`src/hw/rtl/sorted_list_table_core_defines.svh`:
```
// Assertion macros for the sorted list table core.
`ifndef SORTED_LIST_TABLE_CORE_DEFINES_SVH
`define SORTED_LIST_TABLE_CORE_DEFINES_SVH
`ifndef SYNTHESIS
`define SLT_ASSERT(label, clk, rst, prop, msg) \
  label: assert property (@(posedge clk) disable iff (rst) prop) else $error(msg);
`define SLT_ASSERT_ALWAYS(label, clk, prop, msg) \
  label: assert property (@(posedge clk) prop) else $error(msg);
`else
`define SLT_ASSERT(label, clk, rst, prop, msg)
`define SLT_ASSERT_ALWAYS(label, clk, prop, msg)
`endif
`endif

```
`src/hw/rtl/slt_pkg.sv`:
```
// Shared types and constants for the sorted list table core.
package slt_pkg;

  localparam int CAPACITY = 16;
  localparam int IDX_W    = $clog2(CAPACITY);
  localparam int CNT_W    = $clog2(CAPACITY + 1);
  localparam int KEY_W    = 32;

  typedef enum logic [1:0] {
    CMD_INSERT = 2'd0,
    CMD_SEARCH = 2'd1,
    CMD_REMOVE = 2'd2
  } cmd_t;

  typedef enum logic [1:0] {
    ST_OK   = 2'd0,
    ST_MISS = 2'd1,
    ST_FULL = 2'd2
  } status_t;

  // Step strobes from the controller to the datapath
  typedef struct packed {
    logic capture;
    logic compare;
    logic commit;
  } dp_cmd_t;

endpackage

```
`src/hw/rtl/sorted_list_table_core.sv`:
```
// Top level of the sorted list table core: controller plus datapath.
//
//  channel  | transfer when       | signals
//  ---------+---------------------+--------------------------------
//  command  | start && !busy      | cmd, key_value
//  result   | done (one cycle)    | status, position, entry_count
//
// Each command runs capture, one compare of the key against
// all sixteen entries in parallel, then a commit that shifts the entry row
// and registers the result; done is raised in the cycle after the commit.
// A new command may be taken in the cycle that done is high.
// Reset clears the entry count and the controller; entry contents stay as is.
// The receiver cannot stall: the result is shown for one cycle only.
`include "sorted_list_table_core_defines.svh"
module sorted_list_table_core
  import slt_pkg::*;
(
  input  logic                    clk,
  input  logic                    rst,
  input  logic                    start,
  output logic                    busy,
  input  logic [1:0]              cmd,
  input  logic signed [KEY_W-1:0] key_value,
  output logic                    done,
  output logic [1:0]              status,
  output logic [IDX_W-1:0]        position,
  output logic [CNT_W-1:0]        entry_count
);

  dp_cmd_t dp_cmd;

  slt_ctrl u_ctrl (
    .clk    (clk),
    .rst    (rst),
    .start  (start),
    .busy   (busy),
    .dp_cmd (dp_cmd)
  );

  slt_datapath u_datapath (
    .clk         (clk),
    .rst         (rst),
    .dp_cmd      (dp_cmd),
    .cmd         (cmd),
    .key_value   (key_value),
    .done        (done),
    .status      (status),
    .position    (position),
    .entry_count (entry_count)
  );

  // Check latency, exclusivity of result and busy, count bounds and full status
  `SLT_ASSERT(a_latency, clk, rst, (start && !busy) |-> ##3 done, "result latency broken")
  `SLT_ASSERT(a_done_idle, clk, rst, done |-> !busy, "result while busy")
  `SLT_ASSERT_ALWAYS(a_count_max, clk, rst || (entry_count <= CNT_W'(CAPACITY)),
    "count over capacity")
  `SLT_ASSERT(a_full_count, clk, rst,
    (done && status == ST_FULL) |-> (entry_count == CNT_W'(CAPACITY)),
    "full status below capacity")

endmodule

```
`src/hw/rtl/slt_ctrl.sv`:
```
// Controller state machine for the sorted list table core.
module slt_ctrl
  import slt_pkg::*;
(
  input  logic    clk,
  input  logic    rst,
  input  logic    start,
  output logic    busy,
  output dp_cmd_t dp_cmd
);

  typedef enum logic [2:0] {
    S_IDLE    = 3'b001,
    S_COMPARE = 3'b010,
    S_COMMIT  = 3'b100
  } state_t;

  state_t state;
  state_t state_next;

  // Walk idle -> compare -> commit per transfer
  always_comb begin
    state_next = state;
    case (state)
      S_IDLE:    if (start) state_next = S_COMPARE;
      S_COMPARE: state_next = S_COMMIT;
      S_COMMIT:  state_next = S_IDLE;
      default:   state_next = S_IDLE;
    endcase
  end

  always_ff @(posedge clk) begin
    if (rst) begin
      state <= S_IDLE;
    end else begin
      state <= state_next;
    end
  end

  // Drive datapath step strobes
  assign busy           = (state != S_IDLE);
  assign dp_cmd.capture = (state == S_IDLE) && start;
  assign dp_cmd.compare = (state == S_COMPARE);
  assign dp_cmd.commit  = (state == S_COMMIT);

endmodule

```
`src/hw/rtl/slt_datapath.sv`:
```
// Entry row with parallel compare cells, shift network and result registers.
module slt_datapath
  import slt_pkg::*;
(
  input  logic                    clk,
  input  logic                    rst,
  input  dp_cmd_t                 dp_cmd,
  input  logic [1:0]              cmd,
  input  logic signed [KEY_W-1:0] key_value,
  output logic                    done,
  output logic [1:0]              status,
  output logic [IDX_W-1:0]        position,
  output logic [CNT_W-1:0]        entry_count
);

  logic [1:0]              cmd_q;
  logic signed [KEY_W-1:0] key_q;
  logic signed [KEY_W-1:0] entries      [CAPACITY];
  logic signed [KEY_W-1:0] entries_next [CAPACITY];
  logic [CNT_W-1:0]        count;
  logic [CNT_W-1:0]        count_next;
  logic [CAPACITY-1:0]     lt_mask;
  logic [CAPACITY-1:0]     eq_mask;
  logic [CAPACITY-1:0]     seen;
  logic [IDX_W-1:0]        first_eq;
  logic                    any_eq;
  logic                    full;
  status_t                 status_next;
  logic [IDX_W-1:0]        position_next;
  logic                    done_q;

  // Hold the command for the item in flight
  always_ff @(posedge clk) begin
    if (dp_cmd.capture) begin
      cmd_q <= cmd;
      key_q <= key_value;
    end
  end

  // Compare every live entry against the key; lt_mask is a prefix of the row
  always_ff @(posedge clk) begin
    if (dp_cmd.compare) begin
      for (int i = 0; i < CAPACITY; i++) begin
        lt_mask[i] <= (CNT_W'(i) < count) && (entries[i] < key_q);
        eq_mask[i] <= (CNT_W'(i) < count) && (entries[i] == key_q);
      end
    end
  end

  // Locate the first equal entry and mark it and everything above it
  always_comb begin
    first_eq = '0;
    for (int i = CAPACITY - 1; i >= 0; i--) begin
      if (eq_mask[i]) first_eq = IDX_W'(i);
    end
    seen[0] = eq_mask[0];
    for (int i = 1; i < CAPACITY; i++) begin
      seen[i] = seen[i-1] | eq_mask[i];
    end
  end

  assign any_eq = |eq_mask;
  assign full   = (count == CNT_W'(CAPACITY));

  // Build the next row, count and result
  always_comb begin
    for (int i = 0; i < CAPACITY; i++) entries_next[i] = entries[i];
    count_next    = count;
    status_next   = ST_OK;
    position_next = '0;
    case (cmd_t'(cmd_q))
      CMD_INSERT: begin
        if (full) begin
          status_next = ST_FULL;
        end else begin
          // Keep smaller entries, drop the key at the boundary, shift the rest up
          if (!lt_mask[0]) entries_next[0] = key_q;
          for (int i = 1; i < CAPACITY; i++) begin
            if (!lt_mask[i]) entries_next[i] = lt_mask[i-1] ? key_q : entries[i-1];
          end
          count_next = count + CNT_W'(1);
        end
      end
      CMD_SEARCH: begin
        if (any_eq) position_next = first_eq;
        else        status_next   = ST_MISS;
      end
      CMD_REMOVE: begin
        if (any_eq) begin
          // Close the gap from the first equal entry upward
          for (int i = 0; i < CAPACITY - 1; i++) begin
            if (seen[i]) entries_next[i] = entries[i+1];
          end
          count_next = count - CNT_W'(1);
        end else begin
          status_next = ST_MISS;
        end
      end
      default: ;
    endcase
  end

  // Write back the row and the result
  always_ff @(posedge clk) begin
    if (dp_cmd.commit) begin
      for (int i = 0; i < CAPACITY; i++) entries[i] <= entries_next[i];
      status   <= status_next;
      position <= position_next;
    end
  end

  always_ff @(posedge clk) begin
    if (rst) begin
      count  <= '0;
      done_q <= 1'b0;
    end else begin
      done_q <= dp_cmd.commit;
      if (dp_cmd.commit) count <= count_next;
    end
  end

  assign done        = done_q;
  assign entry_count = count;

endmodule

```
`config.mk`:
```
export PLATFORM = sky130hd
export DESIGN_NAME = sorted_list_table_core
export DESIGN_NICKNAME = d
export VERILOG_FILES = /design/src/hw/rtl/slt_pkg.sv /design/src/hw/rtl/sorted_list_table_core.sv /design/src/hw/rtl/slt_ctrl.sv /design/src/hw/rtl/slt_datapath.sv
export VERILOG_INCLUDE_DIRS = /design/src /design/src/hw/rtl
export SDC_FILE = /design/constraint.sdc
export NUM_CORES = 2
export LEC_CHECK = 0
export BUFFER_PORTS_ARGS = -buffer_cell sky130_fd_sc_hd__buf_4
export CAP_MARGIN = 20
export CORE_MARGIN = 2
export CORE_UTILIZATION = 60
export CTS_CLUSTER_DIAMETER = 100
export CTS_CLUSTER_SIZE = 8
export DETAILED_ROUTE_END_ITERATION = 8
export PLACE_DENSITY = 0.76
export SKIP_LAST_GASP = 1
export SYNTH_ARGS = -nofsm -noshare
export SYNTH_HDL_FRONTEND = slang
export SYNTH_SLANG_ARGS = --single-unit
```
`constraint.sdc`:
```
create_clock -name clk -period 6.3 [get_ports clk]
set_input_delay 0.63 -clock clk [delete_from_list [all_inputs] [get_ports clk]]
set_output_delay 0.63 -clock clk [all_outputs]
set_load 0.01 [all_outputs]
```
### Yosys cells after proc, flatten, opt, wreduce, memory -nomap -nowiden

Memories as Yosys holds them, arrays and structs flattened.
Cells that the tools add are included.

* output and inout bits: 13
* flip-flop bits (word level): 81
* memories kept: 1
* memory bits (writable): 512

Memory list
* u_datapath.entries: depth 16, width 32, rd ports 16, clocked after Yosys merged registers in 0, wr ports 16, RTL line slt_datapath.sv:18 `logic signed [KEY_W-1:0] entries [CAPACITY];`

* reduce and logical (&&, ||, !) cells: 42
* add/subtract/negate cells: 2
* magnitude comparators: 32
* equality and inequality tests: 26
* bitwise logic cells: 16
* multiplexer cells: 75

Operators with widths (count)
* $mux W32: 47
* $pmux W480 S2: 1
* $eq A32 B32 Y1: 16
* $lt A32 B32 Y1: 16
* $mux W512: 1
* $mux W480: 1
* $lt A4 B5 Y1 const A: 8
* $logic_and A1 B1 Y1: 33
* $mux W4: 8
* $lt A3 B5 Y1 const A: 4
* $reduce_or A16 Y1: 1
* $mux W3: 5
* $or A1 B1 Y1: 14
* $lt A1 B5 Y1 const A: 2
* $lt A2 B5 Y1 const A: 2
* $mux W5: 2
* $pmux W5 S2: 1
* $reduce_or A10 Y1: 1
* $mux W2: 3
* $pmux W3 S2: 1
* $reduce_or A6 Y1: 1
* $add A5 B1 Y5 const B: 1
* $eq A5 B5 Y1 const B: 1
* $sub A5 B1 Y5 const B: 1
* other kinds (17): 22

### Logic depth before layout (Yosys ltp)

* word-level depth: 17
* gate-level depth with buffers: 10
* depth with buffers taken out: 8

### Hierarchy

From an unflattened synthesis, not the netlist that was laid out.

* cells, all modules: 3816
* area total of the unflattened synthesis: 41298.4 um2

Modules (own cells, without submodules)
* slt_datapath: seq. area each 17656.9 um2, cells each 3801, area each 41158.2 um2, instances 1
* slt_ctrl: seq. area each 60.1 um2, cells each 15, area each 140.1 um2, instances 1

### Worst setup path before layout

No wires, ideal clock.

* path type: reg2reg
* start point: reg, netlist name u_datapath.entry_count[1]
* end point: mem u_datapath.entries[15][0] (netlist: u_datapath.entries[7][32]), enable pin
* library setup time: 0.513 ns
* clock period less this slack: 5.405 ns
* arrival time: 4.892 ns
* stages on the path, launching flop included: 8
* required time: 5.787 ns
* slack: 0.895 ns
* buffers on the path: 3
* path through: dfxtp_1 clkbuf_1 inv_1 ha_1 and3_1 clkbuf_1 clkbuf_1 nor4b_1

RTL lines (RTL line)
* end: declaration: slt_datapath.sv:18

### Worst setup path after layout

* start point: reg u_datapath.key_q[31]
* end point: reg u_datapath.lt_mask[7] (data pin)

* word-level cells in the longest chain between the ends: 2

Ends and longest elaborated chain
* start: declaration: RTL line slt_datapath.sv:17 `logic signed [KEY_W-1:0] key_q;`
* start signal: assignment: RTL line slt_datapath.sv:36 `key_q <= key_value;`
* $lt A32 B32 Y1: RTL line slt_datapath.sv:44 `lt_mask[i] <= (CNT_W'(i) < count) && (entries[i] < key_q);`
* $logic_and A1 B1 Y1: RTL line slt_datapath.sv:44
* end signal: indexed assignment: RTL line slt_datapath.sv:44
* end: declaration: RTL line slt_datapath.sv:22 `logic [CAPACITY-1:0] lt_mask;`

No other way between the ends.
A chain may end at the register's enable or synchronous reset.

==> results.cfg <==
[worst_setup_path]
r2r_cells = 7
startpoint_type = register
critPathMaxFanout = 17
regToRegEndpoint = u_datapath.lt_mask[7]
worst-endpoint-required_ns = 6.68
path_class = reg -> reg
cell_at_the_slowest_stage_of_the_critical_path = sky130_fd_sc_hd__nor4_1
critical_path.reg2reg.startpoint = u_datapath.key_q[31]
crit_chain = inv_1, ha_1, nand4_1, nor4_1, nand2_1, o2111ai_1, mux2_2
timing.critical_path.arrival_ns = 4.36
worst-r2r-setup-slack_ns = 2.32
path_delay_family = simple AND/OR/NAND/NOR gates
cp_slowest_stage_delay_ns = 0.84
crit_path_end_kind = register
cp.buffers_inverters = 1

[routing]
route.detailed.drc = 0
avgViaCountPerCell = 6.929
routedWlPerCell_um = 25.23
vias = 32280
drtIter0Drc = 3940
drt.antenna.violating_nets = 0
detail_route.first_pass.iterations = 6
routed_wl_um = 117500

[layout]
fillers = 5293
areaGrowthSynthToFinish_pct = 8.756
final_layout_size_suffix_gt1_frac = 0.07256
multiInputGateArea_um2 = 22390
nets = 4293
final_design_area_no_fill_um2 = 44740
area.sequential_um2 = 17720

[sta]
report.final.setup_viol = 0
worst_clock_skew_ns = 0.02569
timing.slew.headroom = 0.2751
timing.final.hold_violations = 0
rsz0062_at_grt = false
maxSlewViolCount = 0
setup_total_negative_slack_ns = 0
tightestPinTransition_ns = 1.087
min_clock_period_post_route_ns = 3.984
max_freq_ghz = 0.2510
final.setup.worst_slack_ns = 2.316
hold_slack_ns = 0.1662
period_share = 0.6323

[placement]
place_hpwl_um = 81920
gpl.final_weighted_congestion = 0.9122
io_buffer_count = 49
detailed_place.area_um2 = 42310
preCtsSetupSlack_ns = 2.403

[global_route]
number_of_global_route_vias_before_repair = 31360
antenna_found_initial = 0
grt_usage = 0.3238
grt_max_degree = 199
wire_length_of_the_first_global_routing_pass_um = 179700
grt_overflow_total = 0

[run_status]
outcome = completed

[clocking]
cts_tree = yes
clkLatencyLatePin_ns = 0.64
clkTransAtPathRegs_ns = 0.05
clk_sinks = 593
htree_num_levels = 3
cts_resized = 0
cts-buffers-inserted = 84
clockRootBuffer = sky130_fd_sc_hd__clkbuf_16
cts_setup_buffers = 0
max-clock-path-buffers = 3
cts_hold_buffers = 0

[min_path]
worst_hold_startpoint = key_value[9]
holdPathStages = 1
hold_path.class = in -> reg
min_to = u_datapath.key_q[9]

[power_and_ir_drop]
vdd_ir_drop_max_mv = 0.2127
pwr_density_cell_nw_per_um2 = 218.2
leakage_uw = 0.01755

[yosys]
syn-instance-count = 3805
average_footprint_of_a_synthesized_cell_um2 = 10.81
synth_edf_count = 584
synth.lib_cells_used.distinct = 61
synth_flop_type = sky130_fd_sc_hd__edfxtp_1
synth-seq-area-share = 0.4306
ys.warnings.count = 0
synth.net_count = 4361
synth_seq_cells = 593
asyncSetResetFlopFracSynth = 0
syn-cell-area_um2 = 41140

[floorplanning]
area_of_the_die_um2 = 70680
top_level_ports = 50
floorplan_core_area_um2 = 68230
initial_core_utilization = 0.6030
placementRows = 96
dieHeight_um = 265.9
die-width_um = 265.9

[run]
maxCapViolations = 0
==> synth_stat cells, drive strengths merged (4+ instances only) <==
cell       n  area share
edfxtp   584        0.43
nand2    575       0.052
ha       519        0.16
o31ai    482       0.088
mux2i    451        0.11
clkbuf   245       0.022
a21oi    192       0.023
nand4     89       0.014
inv       77      0.0070
nor2      73      0.0067
o21ai     64      0.0078
a21o      63       0.011
nand3     54      0.0066
mux2      42       0.011
nor2b     27      0.0041
a211oi    20      0.0038
nor3      20      0.0024
and4      17      0.0036
buf       17      0.0018
nor4      16      0.0028
o211ai    16      0.0029
a221oi    15      0.0032
o21a      12      0.0022
or4       12      0.0024
a21boi     9      0.0016
and3       9      0.0014
dfxtp      9      0.0044
or3        9      0.0014
a2111oi    7      0.0015
a311oi     6      0.0013
a31oi      6     0.00091
nor4b      6      0.0013
a221o      5      0.0012
a41oi      5      0.0011
o21bai     5     0.00091
or2        5     0.00076
a211o      4     0.00085
nand2b     4     0.00061
o2bb2ai    4     0.00085
==> sequential cells by signal, indices dropped and copies added, names as in the netlist <==
name                    flops
u_datapath.position         4
u_datapath.status           2
u_datapath.key_q           32
u_datapath.cmd_q            2
u_datapath.entries        512
u_datapath.lt_mask         16
u_datapath.done             1
u_datapath.eq_mask         16
u_ctrl.state                3
u_datapath.entry_count      5
==> where the power goes <==
part,leakage (µW),internal (µW),switching [µW]
Sequential,0.00537,4380,70.6
Clock,0.00114,2500,1750
Combinational,0.0110,398,669
==> layout make-up <==
class | count | share of cell area
multi-input combinational | 2873 | 0.5004
tap | 882 | 0.02466
inverter | 77 | 0.006460
timing repair buffer | 108 | 0.01969
antenna | 1 | 0.00005593
sequential | 593 | 0.3960
clock inverter | 5 | 0.001314
clock buffer | 120 | 0.05143
==> stage by stage <==
stage	total power [µW]	utilization	std cells
floorplan	5243	-	3805
global placement	5521	0.6201	4529
detailed placement	5564	0.6202	4530
CTS	9760	0.6548	4655
global route	10030	0.6558	4658
finish	9763	0.6558	4659
==> routing by layer <==
metal / wire length (µm) / track usage / vias up
met5: 0 / 0 / -
met4: 3524 / 0.1058 / 0
met3: 9214 / 0.04972 / 261
met2: 54180 / 0.5165 / 1465
met1: 50600 / 0.4539 / 15890
li1: - / - / 14660
==> kinds of logic (layout without fill, tap and decap cells) <==
kind of cell               count (synthesis)  in the layout  synth area share
xor gates and xnor gates                   3              3         0.0006388
other                                      0              1                 0
and+or+nand+nor                          929            929            0.1024
DFF                                      593            593            0.4306
buffers and inverters                    339            310           0.03114
muxes                                    493            493            0.1212
adders and majority gates                519            519            0.1578
AOI/OAI and AO/OA                        929            929            0.1561
==> how the worst max path moves through the flow <==
stage                                         start                         to  slack (ns)  depth (start not counted)
after global routing           u_datapath.key_q[31]      u_datapath.lt_mask[7]        2.24                          7
after floorplan           u_datapath.entry_count[1]  u_datapath.entries[7][32]        0.89                          7
after global placement         u_datapath.key_q[31]      u_datapath.lt_mask[7]        2.58                          7
after detailed placement       u_datapath.key_q[31]      u_datapath.lt_mask[7]        2.40                          7
final                          u_datapath.key_q[31]      u_datapath.lt_mask[7]        2.32                          7
after CTS                      u_datapath.key_q[31]      u_datapath.lt_mask[7]        2.40                          7
==> cells in the final DEF, fill, tap and decap left out, types with 5 or more instances in the layout <==
cell,Yosys,layout
sky130_fd_sc_hd__nor2_1,73,71
sky130_fd_sc_hd__inv_1,77,77
sky130_fd_sc_hd__nand2_1,575,575
sky130_fd_sc_hd__mux2i_1,451,451
sky130_fd_sc_hd__nor3_1,20,20
sky130_fd_sc_hd__a21oi_1,192,192
sky130_fd_sc_hd__nor2b_1,27,27
sky130_fd_sc_hd__or4_1,10,10
sky130_fd_sc_hd__or2_2,5,5
sky130_fd_sc_hd__or3_1,9,9
sky130_fd_sc_hd__dfxtp_1,9,9
sky130_fd_sc_hd__a41oi_1,5,5
sky130_fd_sc_hd__nand4_1,89,89
sky130_fd_sc_hd__a221oi_4,0,7
sky130_fd_sc_hd__edfxtp_1,584,584
sky130_fd_sc_hd__o21a_1,12,12
sky130_fd_sc_hd__o21ai_0,64,64
sky130_fd_sc_hd__o211ai_1,16,16
sky130_fd_sc_hd__a211oi_4,0,5
sky130_fd_sc_hd__a211oi_1,19,14
sky130_fd_sc_hd__o21bai_1,5,5
sky130_fd_sc_hd__a21boi_0,9,9
sky130_fd_sc_hd__buf_4,0,103
sky130_fd_sc_hd__and4_1,17,17
sky130_fd_sc_hd__a221oi_1,15,8
sky130_fd_sc_hd__nor4_1,15,15
sky130_fd_sc_hd__clkbuf_16,0,87
sky130_fd_sc_hd__ha_1,519,518
sky130_fd_sc_hd__a21o_1,63,63
sky130_fd_sc_hd__and3_1,9,7
sky130_fd_sc_hd__a2111oi_0,7,7
sky130_fd_sc_hd__nand3_1,54,54
sky130_fd_sc_hd__mux2_2,42,42
sky130_fd_sc_hd__nor4b_1,6,5
sky130_fd_sc_hd__clkbuf_1,245,33
sky130_fd_sc_hd__a31oi_1,6,6
sky130_fd_sc_hd__o31ai_1,482,482
sky130_fd_sc_hd__a311oi_1,6,5
No activity file was read; power rests on OpenSTA's default activity.
